--- src/rtl/rbcw_pkg.sv ---
// ============================================================================
// rbcw_pkg: shared types and constants for the congestion window core
// Holds default parameter values, register reset values, register indexes
// and the sequencer state type.
// ============================================================================
package rbcw_pkg;

    localparam int FRAC_BITS_DEF   = 8;
    localparam int COUNT_WIDTH_DEF = 16;

    localparam int PADDR_W     = 4;
    localparam int PDATA_W     = 32;
    localparam int TIME_W      = 32;
    localparam int WINDOW_W    = 8;
    localparam int WEIGHT_W    = 9;
    localparam int FLOOR_W     = 16;
    localparam int IN_FLIGHT_W = 16;
    localparam int WCNT_W      = 4;
    localparam int ROUND_SHIFT = 8;

    localparam logic [WINDOW_W-1:0] MAX_WINDOW_RESET  = 8'd80;
    localparam logic [WINDOW_W-1:0] MIN_WINDOW_RESET  = 8'd5;
    localparam logic [WEIGHT_W-1:0] EWMA_WEIGHT_RESET = 9'd77;
    localparam logic [WEIGHT_W-1:0] WEIGHT_ONE        = 9'd256;
    localparam logic [FLOOR_W-1:0]  RATE_FLOOR_RESET  = 16'd77;
    localparam logic [TIME_W-1:0]   MIN_RTT_RESET     = 32'd80;

    localparam logic [1:0] REG_MAX_WINDOW  = 2'd0;
    localparam logic [1:0] REG_MIN_WINDOW  = 2'd1;
    localparam logic [1:0] REG_EWMA_WEIGHT = 2'd2;
    localparam logic [1:0] REG_RATE_FLOOR  = 2'd3;

    typedef enum logic [3:0] {
        ST_IDLE,
        ST_ACK_DIFF,
        ST_ACK_GAP,
        ST_ACK_DELTA,
        ST_EWMA,
        ST_ACK_AVG,
        ST_DIV_LOAD,
        ST_DIV,
        ST_FINISH
    } state_t;

endpackage

--- src/rtl/rate_based_congestion_window_core.sv ---
// ============================================================================
// rate_based_congestion_window_core: sender congestion window estimator
// Tracks outstanding datagrams, minimum round-trip time and an averaged
// receiver gap; after each request it reports the window and in-flight count.
// A sent request goes straight to the bit-serial divider (34+FRAC_BITS steps); an
// ack request first updates the minimum round-trip time and then the gap average
// with a 9-step weight multiply. One request is handled at a time: a new one is
// accepted only after the result has been loaded into the output register.
// A finished result waits in the output register while the next request runs.
// Reset (rst_n low, asynchronous) restores configuration, control and estimator state.
// ============================================================================
module rate_based_congestion_window_core #(
    parameter int FRAC_BITS   = rbcw_pkg::FRAC_BITS_DEF,
    parameter int COUNT_WIDTH = rbcw_pkg::COUNT_WIDTH_DEF
) (
    input  logic                                clk,
    input  logic                                rst_n,
    // configuration port
    input  logic                                psel,
    input  logic                                penable,
    input  logic                                pwrite,
    input  logic [rbcw_pkg::PADDR_W-1:0]        paddr,
    input  logic [rbcw_pkg::PDATA_W-1:0]        pwdata,
    output logic [rbcw_pkg::PDATA_W-1:0]        prdata,
    output logic                                pready,
    // request channel
    input  logic                                in_valid,
    output logic                                in_ready,
    input  logic                                operation,
    input  logic [rbcw_pkg::TIME_W-1:0]         acked_send_time,
    input  logic [rbcw_pkg::TIME_W-1:0]         acked_recv_time,
    input  logic [rbcw_pkg::TIME_W-1:0]         ack_arrival_time,
    // result channel
    output logic                                out_valid,
    input  logic                                out_ready,
    output logic [rbcw_pkg::WINDOW_W-1:0]       window,
    output logic [rbcw_pkg::IN_FLIGHT_W-1:0]    in_flight
);

    localparam int TW     = rbcw_pkg::TIME_W;
    localparam int AW     = TW + FRAC_BITS;          // gap average width
    localparam int PW     = AW + 10;                 // weighted delta accumulator
    localparam int NW     = TW + FRAC_BITS + 2;      // dividend width
    localparam int DW     = TW + FRAC_BITS + 1;      // divisor width
    localparam int DCNT_W = $clog2(NW + 1);
    localparam int WW     = rbcw_pkg::WINDOW_W;

    localparam logic [AW-1:0] AVG_RESET = AW'(((12 << FRAC_BITS) + 2) / 5);
    localparam logic [PW-1:0] ROUND_ADD = PW'(1 << (rbcw_pkg::ROUND_SHIFT - 1));

    // configuration registers
    logic [WW-1:0]                    max_window_reg;
    logic [WW-1:0]                    min_window_reg;
    logic [rbcw_pkg::WEIGHT_W-1:0]    ewma_weight_reg;
    logic [rbcw_pkg::FLOOR_W-1:0]     rate_floor_reg;
    logic                             cfg_write;

    // control and estimator state
    rbcw_pkg::state_t                 state_reg, state_next;
    logic                             out_valid_reg, out_valid_next;
    logic [COUNT_WIDTH-1:0]           count_reg, count_next;
    logic [TW-1:0]                    min_rtt_reg, min_rtt_next;
    logic [AW-1:0]                    avg_reg, avg_next;
    logic [TW-1:0]                    last_reg, last_next;
    logic                             seen_reg, seen_next;

    // datapath temporaries
    logic [TW-1:0]                    sent_reg, recv_reg, arr_reg;
    logic [TW-1:0]                    rtt_reg;
    logic                             rtt_ok_reg;
    logic [TW-1:0]                    gap_raw_reg;
    logic                             gap_use_reg;
    logic [AW-1:0]                    gap_reg;
    logic [AW:0]                      delta_reg;
    logic [PW-1:0]                    acc_reg;
    logic [rbcw_pkg::WEIGHT_W-1:0]    w_shift_reg;
    logic [rbcw_pkg::WCNT_W-1:0]      wcnt_reg;
    logic [NW-1:0]                    num_reg;
    logic [DW-1:0]                    div_reg;
    logic [DW-1:0]                    rem_reg;
    logic [WW-1:0]                    q_reg;
    logic                             sticky_reg;
    logic [DCNT_W-1:0]                dcnt_reg;
    logic [WW-1:0]                    window_reg;
    logic [rbcw_pkg::IN_FLIGHT_W-1:0] in_flight_reg;

    // combinational helpers
    logic                             accept;
    logic                             out_free;
    logic                             out_load;
    logic [TW:0]                      rtt_diff;
    logic [TW:0]                      gap_diff;
    logic [AW-1:0]                    gap_shifted;
    logic [AW-1:0]                    floor_ext;
    logic [AW-1:0]                    gap_sel;
    logic [rbcw_pkg::WEIGHT_W-1:0]    w_eff;
    logic [PW-1:0]                    delta_ext;
    logic [PW-1:0]                    avg_sum;
    logic [NW-1:0]                    num_init;
    logic [DW:0]                      trial;
    logic [DW+1:0]                    trial_diff;
    logic                             trial_fits;
    logic [WW-1:0]                    est;
    logic                             drain;
    logic [WW-1:0]                    window_calc;

    // ------------------------------------------------------------------
    // configuration port
    // ------------------------------------------------------------------
    assign pready    = 1'b1;
    assign cfg_write = psel && penable && pwrite && pready;

    always_ff @(posedge clk or negedge rst_n)
    begin
        if (!rst_n)
        begin
            max_window_reg  <= rbcw_pkg::MAX_WINDOW_RESET;
            min_window_reg  <= rbcw_pkg::MIN_WINDOW_RESET;
            ewma_weight_reg <= rbcw_pkg::EWMA_WEIGHT_RESET;
            rate_floor_reg  <= rbcw_pkg::RATE_FLOOR_RESET;
        end
        else if (cfg_write)
        begin
            unique case (paddr[3:2])
                rbcw_pkg::REG_MAX_WINDOW:  max_window_reg  <= pwdata[WW-1:0];
                rbcw_pkg::REG_MIN_WINDOW:  min_window_reg  <= pwdata[WW-1:0];
                rbcw_pkg::REG_EWMA_WEIGHT: ewma_weight_reg <= pwdata[rbcw_pkg::WEIGHT_W-1:0];
                rbcw_pkg::REG_RATE_FLOOR:  rate_floor_reg  <= pwdata[rbcw_pkg::FLOOR_W-1:0];
            endcase
        end
    end

    always_comb
    begin
        unique case (paddr[3:2])
            rbcw_pkg::REG_MAX_WINDOW:  prdata = rbcw_pkg::PDATA_W'(max_window_reg);
            rbcw_pkg::REG_MIN_WINDOW:  prdata = rbcw_pkg::PDATA_W'(min_window_reg);
            rbcw_pkg::REG_EWMA_WEIGHT: prdata = rbcw_pkg::PDATA_W'(ewma_weight_reg);
            rbcw_pkg::REG_RATE_FLOOR:  prdata = rbcw_pkg::PDATA_W'(rate_floor_reg);
        endcase
    end

    // ------------------------------------------------------------------
    // sequencer
    // ------------------------------------------------------------------
    assign out_free = !out_valid_reg || out_ready;

    always_comb
    begin
        state_next = state_reg;
        unique case (state_reg)
            rbcw_pkg::ST_IDLE:
            begin
                if (in_valid)
                    state_next = operation ? rbcw_pkg::ST_ACK_DIFF : rbcw_pkg::ST_DIV_LOAD;
            end
            rbcw_pkg::ST_ACK_DIFF:  state_next = rbcw_pkg::ST_ACK_GAP;
            rbcw_pkg::ST_ACK_GAP:   state_next = rbcw_pkg::ST_ACK_DELTA;
            rbcw_pkg::ST_ACK_DELTA: state_next = rbcw_pkg::ST_EWMA;
            rbcw_pkg::ST_EWMA:
            begin
                if (wcnt_reg == rbcw_pkg::WCNT_W'(1))
                    state_next = rbcw_pkg::ST_ACK_AVG;
            end
            rbcw_pkg::ST_ACK_AVG:   state_next = rbcw_pkg::ST_DIV_LOAD;
            rbcw_pkg::ST_DIV_LOAD:  state_next = rbcw_pkg::ST_DIV;
            rbcw_pkg::ST_DIV:
            begin
                if (dcnt_reg == DCNT_W'(1))
                    state_next = rbcw_pkg::ST_FINISH;
            end
            rbcw_pkg::ST_FINISH:
            begin
                if (out_free)
                    state_next = rbcw_pkg::ST_IDLE;
            end
            default:                state_next = rbcw_pkg::ST_IDLE;
        endcase
    end

    always_comb
    begin
        in_ready = 1'b0;
        out_load = 1'b0;
        unique case (state_reg)
            rbcw_pkg::ST_IDLE:   in_ready = 1'b1;
            rbcw_pkg::ST_FINISH: out_load = out_free;
            default:
            begin
                in_ready = 1'b0;
                out_load = 1'b0;
            end
        endcase
    end

    assign accept = in_valid && in_ready;

    // ------------------------------------------------------------------
    // arithmetic
    // ------------------------------------------------------------------
    assign rtt_diff    = {1'b0, arr_reg} - {1'b0, sent_reg};
    assign gap_diff    = {1'b0, recv_reg} - {1'b0, last_reg};
    assign gap_shifted = gap_use_reg ? {gap_raw_reg, {FRAC_BITS{1'b0}}} : '0;
    assign floor_ext   = AW'(rate_floor_reg);
    assign gap_sel     = (gap_shifted < floor_ext) ? floor_ext : gap_shifted;
    assign w_eff       = ewma_weight_reg[rbcw_pkg::WEIGHT_W-1] ? rbcw_pkg::WEIGHT_ONE
                                                               : ewma_weight_reg;
    assign delta_ext   = w_shift_reg[rbcw_pkg::WEIGHT_W-1]
                         ? {{(PW-AW-1){delta_reg[AW]}}, delta_reg} : '0;
    assign avg_sum     = {2'b00, avg_reg, {rbcw_pkg::ROUND_SHIFT{1'b0}}} + acc_reg
                         + ROUND_ADD;
    assign num_init    = {1'b0, min_rtt_reg, {(FRAC_BITS + 1){1'b0}}} + NW'(avg_reg);
    assign trial       = {rem_reg, num_reg[NW-1]};
    assign trial_diff  = {1'b0, trial} - {2'b00, div_reg};
    assign trial_fits  = !trial_diff[DW+1];

    assign est         = (sticky_reg || (q_reg > max_window_reg)) ? max_window_reg : q_reg;
    assign drain       = count_reg > COUNT_WIDTH'(est);
    assign window_calc = drain ? '0 : ((est > min_window_reg) ? est : min_window_reg);

    // ------------------------------------------------------------------
    // estimator state
    // ------------------------------------------------------------------
    always_comb
    begin
        count_next = count_reg;
        if (accept)
        begin
            if (!operation && (count_reg != '1))
                count_next = count_reg + COUNT_WIDTH'(1);
            else if (operation && (count_reg != '0))
                count_next = count_reg - COUNT_WIDTH'(1);
        end
    end

    always_comb
    begin
        min_rtt_next   = min_rtt_reg;
        avg_next       = avg_reg;
        last_next      = last_reg;
        seen_next      = seen_reg;
        out_valid_next = out_valid_reg;
        if (out_valid_reg && out_ready)
            out_valid_next = 1'b0;
        if (out_load)
            out_valid_next = 1'b1;
        if (state_reg == rbcw_pkg::ST_ACK_DIFF)
        begin
            last_next = recv_reg;
            seen_next = 1'b1;
        end
        if ((state_reg == rbcw_pkg::ST_ACK_GAP) && rtt_ok_reg && (rtt_reg < min_rtt_reg))
            min_rtt_next = rtt_reg;
        if (state_reg == rbcw_pkg::ST_ACK_AVG)
            avg_next = avg_sum[AW+rbcw_pkg::ROUND_SHIFT-1:rbcw_pkg::ROUND_SHIFT];
    end

    always_ff @(posedge clk or negedge rst_n)
    begin
        if (!rst_n)
        begin
            state_reg     <= rbcw_pkg::ST_IDLE;
            out_valid_reg <= 1'b0;
            count_reg     <= '0;
            min_rtt_reg   <= rbcw_pkg::MIN_RTT_RESET;
            avg_reg       <= AVG_RESET;
            last_reg      <= '0;
            seen_reg      <= 1'b0;
        end
        else
        begin
            state_reg     <= state_next;
            out_valid_reg <= out_valid_next;
            count_reg     <= count_next;
            min_rtt_reg   <= min_rtt_next;
            avg_reg       <= avg_next;
            last_reg      <= last_next;
            seen_reg      <= seen_next;
        end
    end

    // ------------------------------------------------------------------
    // datapath
    // ------------------------------------------------------------------
    always_ff @(posedge clk)
    begin
        case (state_reg)
            rbcw_pkg::ST_IDLE:
            begin
                if (accept)
                begin
                    sent_reg <= acked_send_time;
                    recv_reg <= acked_recv_time;
                    arr_reg  <= ack_arrival_time;
                end
            end
            rbcw_pkg::ST_ACK_DIFF:
            begin
                rtt_reg     <= rtt_diff[TW-1:0];
                rtt_ok_reg  <= !rtt_diff[TW];
                gap_raw_reg <= gap_diff[TW-1:0];
                gap_use_reg <= seen_reg && !gap_diff[TW];
            end
            rbcw_pkg::ST_ACK_GAP:
            begin
                gap_reg <= gap_sel;
            end
            rbcw_pkg::ST_ACK_DELTA:
            begin
                delta_reg   <= {1'b0, gap_reg} - {1'b0, avg_reg};
                acc_reg     <= '0;
                w_shift_reg <= w_eff;
                wcnt_reg    <= rbcw_pkg::WCNT_W'(rbcw_pkg::WEIGHT_W);
            end
            rbcw_pkg::ST_EWMA:
            begin
                // weight bits, most significant first
                acc_reg     <= {acc_reg[PW-2:0], 1'b0} + delta_ext;
                w_shift_reg <= {w_shift_reg[rbcw_pkg::WEIGHT_W-2:0], 1'b0};
                wcnt_reg    <= wcnt_reg - rbcw_pkg::WCNT_W'(1);
            end
            rbcw_pkg::ST_DIV_LOAD:
            begin
                num_reg    <= num_init;
                div_reg    <= {avg_reg, 1'b0};
                rem_reg    <= '0;
                q_reg      <= '0;
                sticky_reg <= 1'b0;
                dcnt_reg   <= DCNT_W'(NW);
            end
            rbcw_pkg::ST_DIV:
            begin
                // one quotient bit per step; saturate above the window range
                rem_reg    <= trial_fits ? trial_diff[DW-1:0] : trial[DW-1:0];
                num_reg    <= {num_reg[NW-2:0], 1'b0};
                q_reg      <= {q_reg[WW-2:0], trial_fits};
                sticky_reg <= sticky_reg || q_reg[WW-1];
                dcnt_reg   <= dcnt_reg - DCNT_W'(1);
            end
            rbcw_pkg::ST_FINISH:
            begin
                if (out_load)
                begin
                    window_reg    <= window_calc;
                    in_flight_reg <= rbcw_pkg::IN_FLIGHT_W'(count_reg);
                end
            end
            default:
            begin
                sticky_reg <= sticky_reg;
            end
        endcase
    end

    assign out_valid = out_valid_reg;
    assign window    = window_reg;
    assign in_flight = in_flight_reg;

endmodule

--- config.mk ---
export PLATFORM = sky130hd
export DESIGN_NAME = rate_based_congestion_window_core
export DESIGN_NICKNAME = d
export VERILOG_FILES = /design/src/rtl/rbcw_pkg.sv /design/src/rtl/rate_based_congestion_window_core.sv
export SDC_FILE = /design/constraint.sdc
export NUM_CORES = 1
export LEC_CHECK = 0
export BUFFER_PORTS_ARGS = -buffer_cell sky130_fd_sc_hd__buf_2
export CAP_MARGIN = 20
export CELL_PAD_IN_SITES_DETAIL_PLACEMENT = 0
export CELL_PAD_IN_SITES_GLOBAL_PLACEMENT = 1
export CORE_ASPECT_RATIO = 0.8
export CORE_MARGIN = 1
export CORE_UTILIZATION = 50
export DETAILED_ROUTE_END_ITERATION = 7
export GPL_TIMING_DRIVEN = 0
export PLACE_DENSITY_LB_ADDON = 0.25
export SLEW_MARGIN = 20
export SYNTH_ARGS = -nofsm -noshare
export SYNTH_HDL_FRONTEND = slang
export SYNTH_SLANG_ARGS = --single-unit
--- constraint.sdc ---
create_clock -name clk -period 7.4 [get_ports clk]
set_clock_uncertainty 0.2 [all_clocks]
set_input_delay 0.74 -clock clk [delete_from_list [all_inputs] [get_ports clk]]
set_output_delay 0.74 -clock clk [all_outputs]
set_load 0.05 [all_outputs]
# Yosys cells after proc, flatten, opt, wreduce, memory -nomap -nowiden
# Cells that the tools add are included.
[word_totals]
regBits = 633
input_bits = 140
out_inout_bits = 59
elab_cells = 127
[classes]
addsub = 12
order_cmp = 5
eq_ne = 18
muxes = 28
n_reduce_logical = 32
[ops]
columns = ["operator", "n"]
rows = [
  ["32-bit case mux with 4 select lines", 1],
  ["48-bit adder", 2],
  ["48-bit case mux with 2 select lines", 1],
  ["42-bit case mux with 2 select lines", 1],
  ["41-bit case mux with 2 select lines", 1],
  ["32-bit by 32-bit subtractor with 33-bit output", 2],
  ["48-bit by 8-bit adder with 48-bit output, second input constant", 1],
  ["16-bit two-way mux", 3],
  ["48-bit two-way mux", 1],
  ["42-bit by 41-bit subtractor with 43-bit output", 1],
  ["41-bit by 40-bit adder with 42-bit output", 1],
  ["41-bit two-way mux", 1],
  ["40-bit by 40-bit subtractor with 41-bit output", 1],
  ["40-bit by 16-bit less-than comparator with 1-bit output", 1],
  ["40-bit two-way mux", 1],
  ["4-bit case mux with 9 select lines", 1],
  ["32-bit less-than comparator", 1],
  ["9-bit case mux with 2 select lines", 1],
  ["16-bit by 1-bit adder with 16-bit output, second input constant", 1],
  ["4-bit by 3-bit == test with 1-bit output, second input constant", 4],
  ["16-bit by 8-bit greater-than comparator with 1-bit output", 1],
  ["8-bit greater-than comparator", 2],
  ["4-bit two-way mux", 4],
  ["8-bit two-way mux", 2],
  ["other kinds (27)", 59],
]

# Logic depth before layout (Yosys ltp)
# Gate-level depths: netlist of run 1.
[logic_depth]
word_depth = 5
depth_mapped = 20

# Worst setup path after synthesis of run 1
# Ideal clock, no wire load.
[synth_timing]
path_type = "reg-to-reg"
start = "register state_reg[0]"
end = "register acc_reg[0], enable pin"
setup_time_ps = 427
arrival_ps = 5261
slack_ps = 1512
path_stages_with_launch = 5
n_path_buf = 1
period_less_slack_ps = 5888
path_cell_list = "dfrtp_1 clkbuf_1 nand2_1 nor3_1 nand2b_1"
[synth_between]
elab_chain_len = 2
word_cells_on_any_way = 3
cone_classes = "2 x eq/ne; 1 x reduce/logical"
[synth_lines]
columns = ["item", "line_no", "source"]
rows = [
  ["from (decl)", "rate_based_congestion_window_core.sv:59", "rbcw_pkg::state_t state_reg, state_next;"],
  ["from (signal assigned)", "rate_based_congestion_window_core.sv:262", "state_reg <= rbcw_pkg::ST_IDLE;"],
  ["from (signal assigned)", "rate_based_congestion_window_core.sv:272", "state_reg <= state_next;"],
  ["4-bit by 3-bit == test with 1-bit output / 4-bit by 2-bit == test with 1-bit output (equally long branches)", "rate_based_congestion_window_core.sv:287", "case (state_reg)"],
  ["2-bit nonzero test (no source line) *", "-", ""],
  ["to (signal assigned)", "rate_based_congestion_window_core.sv:318", "acc_reg <= {acc_reg[PW-2:0], 1'b0} + delta_ext;"],
  ["to (decl)", "rate_based_congestion_window_core.sv:75", "logic [PW-1:0] acc_reg;"],
]
# Every way passes the cells marked *; elsewhere a longest branch is shown, timed or not.
# A chain may end at the register's enable or synchronous reset.

# Worst setup path in the final report of run 1
[layout_timing]
start = "register w_shift_reg[8] (netlist name)"
end = "register acc_reg[47], data pin"
[layout_between]
elab_chain_len = 3
[layout_lines]
columns = ["item", "line_no", "source"]
rows = [
  ["from (decl)", "rate_based_congestion_window_core.sv:76", "logic [rbcw_pkg::WEIGHT_W-1:0] w_shift_reg;"],
  ["from (signal assigned)", "rate_based_congestion_window_core.sv:312", "w_shift_reg <= w_eff;"],
  ["from (signal assigned)", "rate_based_congestion_window_core.sv:319", "w_shift_reg <= {w_shift_reg[rbcw_pkg::WEIGHT_W-2:0], 1'b0};"],
  ["48-bit two-way mux", "rate_based_congestion_window_core.sv:209", "? {{(PW-AW-1){delta_reg[AW]}}, delta_reg} : '0;"],
  ["48-bit adder", "rate_based_congestion_window_core.sv:318", ""],
  ["48-bit case mux with 2 select lines", "rate_based_congestion_window_core.sv:287", ""],
]
# No other way between the ends.

==> flow_metrics.py, run 1 <==
metrics = {
    "status": {
        "result_of_the_run": "complete, no violations",
    },
    "hold_path": {
        "min-delay-path-class": "in -> reg",
        "min-delay-start": "acked_recv_time[15]",
        "min_delay_worst_endpoint": "recv_reg[15]",
        "worst_hold_path.num_cells": 1,
    },
    "place": {
        "detailedPlacementHpwl_um": 71610,
        "detailed_place.area_um2": 40670,
        "detailedPlace.worstSlack_ns": 2.317,
        "port_buffers": 163,
        "globalplace.congestion": 0.9141,
        "dpl.cell_count": 4902,
    },
    "finish": {
        "final.fill_count": 6639,
        "area.growth.synth_to_final_pct": 12.60,
        "drive_above_1_share": 0.1122,
        "finish.cell_count_without_fillers": 5034,
        "final_core_util": 0.5698,
        "final_net_count": 4451,
        "number_of_flip_flops_in_the_largest_register": 48,
        "finish.instance_area_um2": 42990,
    },
    "floorplanning": {
        "io_pins": 199,
        "floorplan.initialDensity": 0.5060,
        "die-area_um2": 77470,
        "chipWidth_um": 310.9,
        "die_y_um": 249.2,
        "num_rows": 90,
        "core-area_um2": 75450,
    },
    "synthesis": {
        "synth_async_sr_flop_share": 0.2638,
        "yosysWarnings": 0,
        "synth_common_cells": "466 x sky130_fd_sc_hd__edfxtp_1, 356 x sky130_fd_sc_hd__nand2_1, 339 x sky130_fd_sc_hd__ha_1, 304 x sky130_fd_sc_hd__inv_1, 285 x sky130_fd_sc_hd__a21oi_1",
        "syn-mean-instance-area_um2": 10.34,
        "netlist_area_um2": 38180,
        "yosys.cell_count.top_type": "sky130_fd_sc_hd__edfxtp_1",
        "synth_edf_count": 466,
        "synth_cell_types": 80,
        "post_synth_inst_count": 3693,
        "synth.ff_latch_count": 633,
        "ys_seq_area_frac": 0.4766,
        "post_synth_main_area_contributors": "sky130_fd_sc_hd__edfxtp_1 37%, sky130_fd_sc_hd__ha_1 11%, sky130_fd_sc_hd__dfrtp_1 9.7%, sky130_fd_sc_hd__a21oi_1 3.7%, sky130_fd_sc_hd__o21ai_0 3.6%",
        "synth_top_area_share": 0.3665,
        "synth_top_area_cell": "sky130_fd_sc_hd__edfxtp_1",
        "synthFlopType": "sky130_fd_sc_hd__edfxtp_1",
    },
    "power": {
        "worst_ir_drop_vdd_mv": 0.1785,
        "powerDensity_nw_per_um2": 220.3,
        "p_leak_nw": 18.16,
        "power_frac_seq": 0.448,
        "internal_power_w": 0.006808,
        "switching_power_w": 0.002665,
        "clock_power_share": 0.374,
        "power.combinational.fraction": 0.178,
        "power.share.switching": 0.2813,
    },
    "job": {
        "max_cap_viol_count": 0,
    },
    "sta": {
        "worst-slew-pin-transition_ns": 0.9593,
        "setup_viol_count_final": 0,
        "timing_max_transition_violations_final": 0,
        "final.period_utilization": 0.7068,
        "final.setup.tns_ns": 0,
        "worst_slack_ns": 2.169,
        "fmax_ghz": 0.1912,
        "period_needed_ns": 5.231,
        "rsz0062_at_grt": "false",
        "timing.max_slew.rel_slack": 0.3591,
        "hold_viol_final": 0,
    },
    "worst_setup_path": {
        "r2r-start": "w_shift_reg[8]",
        "reg2reg_setup_slack_ns": 2.17,
        "cp.arrival_ns": 5.39,
        "timing_worst_setup_path_type": "reg -> reg",
        "rr_endpoint": "acc_reg[47]",
        "critical_path.endpoint_type": "flop",
        "cp-start-kind": "flop",
        "critPathRequiredTime_ns": 7.56,
        "largest_fanout_on_the_critical_path": 10,
        "logic_depth_of_the_worst_register_to_register_path": 16,
    },
    "routing": {
        "detail_route.iter0.violations": 2108,
        "drtAntennaViolNets": 0,
        "drc": 0,
        "dr.pass1.iters": 7,
        "via_per_inst": 5.565,
        "route.final.wire_length_um": 94490,
        "via_count": 28010,
        "drt-wirelength-per-cell_um": 18.77,
    },
    "global_route": {
        "grt_max_degree": 84,
        "grt_antenna_before_repair": 3,
        "first_global_vias": 26090,
        "grt_remaining_overflow": 0,
        "grt_pass1_wl_um": 148100,
        "gr-usage-all-layers": 0.2429,
    },
    "cts": {
        "clk-insertion-delay-late_ns": 0.63,
        "clock_tree.htree_level_count": 3,
        "postCtsSetupRepairBufs": 0,
        "clockRootBuffer": "sky130_fd_sc_hd__clkbuf_16",
        "cts_repair_resize_count": 0,
        "clk_path_buf_depth": 3,
        "tritoncts": "done",
        "number_of_buffers_created_by_cts": 71,
        "path_clk_slew_ns": 0.06,
        "cts.sinks": 633,
    },
}
logic make-up after synthesis:
group           synth area share
simple gates              0.1261
compound gates            0.1581
flops                     0.4766
buf+inv                  0.04221
fa+ha+maj                 0.1156
xor+xnor                 0.05552
mux                      0.02569
other cells            0.0001967
power groups by stage:
stage	Combinational [W]	Sequential, W	Clock [W]
final	0.00169	0.00424	0.00354
after global routing	0.00188	0.00427	0.00373
after CTS	0.00168	0.00424	0.00360
after detailed placement	0.00166	0.00431	0
after global placement	0.00164	0.00430	0
after floorplan	0.00126	0.00423	0
metal layers:
layer	vias to the layer above	global-route usage	wire, um
met5	-	0	8
met4	2	0.06165	2007
met3	129	0.05012	6876
met2	759	0.3357	37540
met1	13260	0.3818	48070
li1	13860	-	-
cell type report:
class	count	area (um^2)	share of cell area
Multi-Input combinational cell	2667	18470	0.4297
Sequential cell	633	18200	0.4233
Clock buffer	93	1921	0.04468
Tap cell	1012	1266	0.02945
Inverter	304	1141	0.02654
Timing Repair Buffer	183	1126	0.02619
Buffer	104	474.2	0.01103
Clock inverter	36	389.1	0.009051
Antenna cell	2	5.005	0.0001164
worst max-delay path by stage:
stage                               from  depth (start not counted)             end  slack (ns)
after global placement      state_reg[0]                          4  w_shift_reg[2]       -0.80
after global routing      w_shift_reg[8]                         16     acc_reg[47]        2.04
after CTS                 w_shift_reg[8]                         16     acc_reg[47]        2.27
after floorplan             state_reg[0]                          4      acc_reg[0]        1.51
after detailed placement  w_shift_reg[8]                         16     acc_reg[47]        2.32
final                     w_shift_reg[8]                         16     acc_reg[47]        2.17
per-stage QoR:
stage	total power, W	hold WS, ns
3_3_place_gp	0.005944	0.2458
5_1_grt	0.009880	0.05190
4_1_cts	0.009524	0.04318
6_report	0.009473	0.07937
3_5_place_dp	0.005964	0.2516
2_1_floorplan	0.005494	0.2324
critical path, stage by stage, from the launching register on:
cell	delay, ns
sky130_fd_sc_hd__edfxtp_1	0.56
sky130_fd_sc_hd__clkbuf_1	0.46
sky130_fd_sc_hd__and2_1	0.20
sky130_fd_sc_hd__ha_1	0.19
sky130_fd_sc_hd__inv_1	0.06
sky130_fd_sc_hd__fa_1	0.39
sky130_fd_sc_hd__nor2b_1	0.25
sky130_fd_sc_hd__o2111ai_1	0.29
sky130_fd_sc_hd__a31oi_1	0.58
sky130_fd_sc_hd__a211o_1	0.29
sky130_fd_sc_hd__a21o_1	0.24
sky130_fd_sc_hd__a221oi_2	0.13
sky130_fd_sc_hd__a211o_1	0.36
sky130_fd_sc_hd__nor3_1	0.31
sky130_fd_sc_hd__o21ai_0	0.17
sky130_fd_sc_hd__xnor2_1	0.21
sky130_fd_sc_hd__nor2_1	0.06
cell usage in the layout, fill, tap and decap left out, drive strengths merged, types with 34 or more instances in the layout:
| cell type | n |
|---|---|
| xnor2 | 155 |
| buf | 218 |
| a211oi | 43 |
| nor2 | 217 |
| clkbuf | 161 |
| mux2 | 64 |
| nand2 | 356 |
| o21bai | 34 |
| a21o | 128 |
| o21ai | 281 |
| ha | 339 |
| edfxtp | 466 |
| and2 | 95 |
| nand4 | 39 |
| xor2 | 87 |
| nand2b | 51 |
| nand3 | 55 |
| nor2b | 34 |
| dfrtp | 148 |
| nor3 | 53 |
| inv | 306 |
| a21oi | 288 |
timing repair:
| action | 4_1_cts | 5_1_grt |
|---|---|---|
| hold buffers | 1 | 0 |
| hold endpoints to repair | 15 | 0 |
| setup endpoints to repair | 0 | 0 |
Note: power is estimated with default switching activity, not from simulation.
==> inputs of run 2 (changes only) <==
==> constraint.sdc (replaced) <==
create_clock -name clk -period 5.2 [get_ports clk]
set_clock_uncertainty 0.2 [all_clocks]
set_input_delay 0.52 -clock clk [delete_from_list [all_inputs] [get_ports clk]]
set_output_delay 0.52 -clock clk [all_outputs]
set_load 0.05 [all_outputs]
==> run 2 against run 1 <==
  * Global-route usage is 0.65 points higher
  * Cell area is 3.0% higher
  * Core utilization is 1.7 points higher
  * Critical path type unchanged
  * Critical endpoint is now acc_reg[45]
==> flow_metrics.py, run 2 (synthesis gave the netlist of run 1 again) <==
metrics = {
    "routing": {
        "dr.pass1.iters": 5,
        "via_count": 28470,
        "route.final.wire_length_um": 96700,
        "via_per_inst": 5.534,
        "drc": 0,
        "drtAntennaViolNets": 0,
        "drt-wirelength-per-cell_um": 18.80,
        "detail_route.iter0.violations": 2221,
    },
    "sta": {
        "fmax_ghz": 0.1994,
        "timing.max_slew.rel_slack": 0.3154,
        "timing_max_transition_violations_final": 0,
        "setup_viol_count_final": 0,
        "worst-slew-pin-transition_ns": 1.025,
        "final.period_utilization": 0.9643,
        "whs_ns": 0.07352,
        "worst_slack_ns": 0.1856,
        "rsz0062_at_grt": "false",
        "hold_viol_final": 0,
        "period_needed_ns": 5.014,
    },
    "status": {
        "result_of_the_run": "complete, no violations",
    },
    "worst_setup_path": {
        "cp_common_cell": "sky130_fd_sc_hd__a211o_1",
        "largest_fanout_on_the_critical_path": 10,
        "cp-start-kind": "flop",
        "critical_path.cell_chain": "buf_4, clkbuf_2, and2_1, ha_1, inv_1, fa_1, nor2b_1, o2111ai_1, a31oi_2, a211o_1, a21o_1, a221oi_2, a211o_1, o21ai_2, a211oi_2, xor2_1, nor2_1",
        "critical-path-top-delay-family": "compound AO/OA/AOI/OAI gates",
        "critical-path-max-stage-delay_ns": 0.53,
        "critPathSlowestCell": "sky130_fd_sc_hd__o2111ai_1",
        "critical_path.n_buffers_inverters": 3,
        "critPathRequiredTime_ns": 5.35,
        "critical_path.endpoint_type": "flop",
        "cp.arrival_ns": 5.16,
        "timing_worst_setup_path_type": "reg -> reg",
    },
    "global_route": {
        "grt_antenna_before_repair": 2,
        "grt_max_degree": 78,
        "first_global_vias": 27020,
        "grt_remaining_overflow": 0,
        "gr-usage-all-layers": 0.2493,
        "grt_pass1_wl_um": 152300,
    },
    "power": {
        "internal_power_w": 0.01002,
        "power.total_w": 0.01381,
        "power_frac_seq": 0.438,
        "power.combinational.fraction": 0.178,
        "powerDensity_nw_per_um2": 311.8,
        "worst_ir_drop_vdd_mv": 0.2888,
        "p_leak_nw": 18.69,
        "clock_power_share": 0.384,
        "switching_power_w": 0.003787,
        "power.share.switching": 0.2743,
    },
    "floorplanning": {
        "floorplan.initialDensity": 0.5060,
        "die_y_um": 249.2,
        "io_pins": 199,
        "die-area_um2": 77470,
        "chipWidth_um": 310.9,
        "core-area_um2": 75450,
        "num_rows": 90,
    },
    "cts": {
        "path_clk_slew_ns": 0.06,
        "number_of_buffers_created_by_cts": 70,
        "clk-insertion-delay-late_ns": 0.63,
        "clock_tree.htree_level_count": 3,
        "clk_path_buf_depth": 3,
        "clockRootBuffer": "sky130_fd_sc_hd__clkbuf_16",
        "cts.sinks": 633,
        "tritoncts": "done",
    },
    "finish": {
        "drive_above_1_share": 0.1102,
        "finish.instance_area_um2": 44280,
        "final_common_cell": "sky130_fd_sc_hd__edfxtp_1",
        "area.growth.synth_to_final_pct": 15.99,
        "final_net_count": 4560,
        "finish.cell_count_without_fillers": 5144,
        "number_of_flip_flops_in_the_largest_register": 48,
        "layout.cells.most_common_list": "466 x sky130_fd_sc_hd__edfxtp_1, 356 x sky130_fd_sc_hd__nand2_1, 339 x sky130_fd_sc_hd__ha_1",
    },
    "job": {
        "max_cap_viol_count": 0,
    },
    "place": {
        "globalplace.congestion": 0.9086,
        "dpl.cell_count": 4898,
        "detailedPlace.worstSlack_ns": 0.01274,
        "detailed_place.area_um2": 40680,
        "detailedPlacementHpwl_um": 71930,
        "port_buffers": 163,
    },
    "hold_path": {
        "min-delay-path-class": "in -> reg",
    },
}
## run 2: changes by cell type in the layout (fill, tap and decap cells not counted), moves of 3 or more
cell / before / now
sky130_fd_sc_hd__clkbuf_1: 84 / 81
sky130_fd_sc_hd__clkinv_2: 10 / 6
sky130_fd_sc_hd__clkinv_1: 12 / 9
sky130_fd_sc_hd__bufinv_16: 6 / 11
sky130_fd_sc_hd__buf_4: 27 / 22
sky130_fd_sc_hd__clkinv_4: 0 / 3
sky130_fd_sc_hd__buf_8: 1 / 4
sky130_fd_sc_hd__dlygate4sd3_1: 1 / 113
## run 2: routing by layer
layer  share of wire  up-vias  GRT usage
met5         0.00013        -          0
met4           0.022        2    0.06798
met3           0.071      127    0.05952
met2            0.41      703     0.3504
met1            0.50    13540     0.3798
li1                -    14090          -
## run 2: worst reg2reg max path, delay by kind of cell, from the launching register on
family | cells | cell delay [ns]
fa+ha+maj | 2 | 0.41
flops | 1 | 0.41
simple gates | 3 | 0.37
xor+xnor | 1 | 0.25
buf+inv | 3 | 0.45
compound gates | 8 | 2.65
## run 2: final timing paths
path | cells after the start | startpoint | to | slack, ns
worst max-delay path | 17 | w_shift_reg[8] | acc_reg[45] | 0.19
worst min-delay path | 3 | out_ready | out_valid | 0.07
worst max register to register | 17 | w_shift_reg[8] | acc_reg[45] | 0.19
worst min register to register | 2 | recv_reg[31] | last_reg[31] | 0.29
max in group asynchronous | 3 | rst_n | min_rtt_reg[4] | 3.93
min in group asynchronous | 2 | rst_n | avg_reg[15] | 0.12
## run 2: through the flow
| step | util | setup TNS (ns) |
|---|---|---|
| 6_report | 0.5869 | 0 |
| 2_1_floorplan | - | 0 |
| 3_5_place_dp | 0.5392 | 0 |
| 4_1_cts | 0.5866 | 0 |
| 3_3_place_gp | 0.5345 | -139.64 |
| 5_1_grt | 0.5868 | 0 |
## run 2: layout make-up
cell class / instances / area, um^2
sequential: 633 / 18200
tap: 1012 / 1266
timing repair buffer: 293 / 2268
clock buffer: 93 / 1952
inverter: 304 / 1141
buffer: 104 / 475.5
antenna: 3 / 7.507
fill: 6453 / 31170
clock inverter: 35 / 484.2
multi-input combinational: 2667 / 18490
## run 2: what timing repair did
action,CTS,global route
hold buffers,113,0
buffers inserted,0,2
gates cloned,0,0
endpoints found under the hold margin,290,0
setup endpoints to repair,2,6
resized for setup,1,2
## run 2: power by group through the flow
| stage | Combinational, W | Sequential (W) | Clock, W |
|---|---|---|---|
| floorplan | 0.00179 | 0.00603 | 0 |
| global placement | 0.00232 | 0.00613 | 0 |
| detailed placement | 0.00236 | 0.00613 | 0 |
| CTS | 0.00244 | 0.00604 | 0.00540 |
| global route | 0.00274 | 0.00607 | 0.00558 |
| finish | 0.00246 | 0.00604 | 0.00530 |
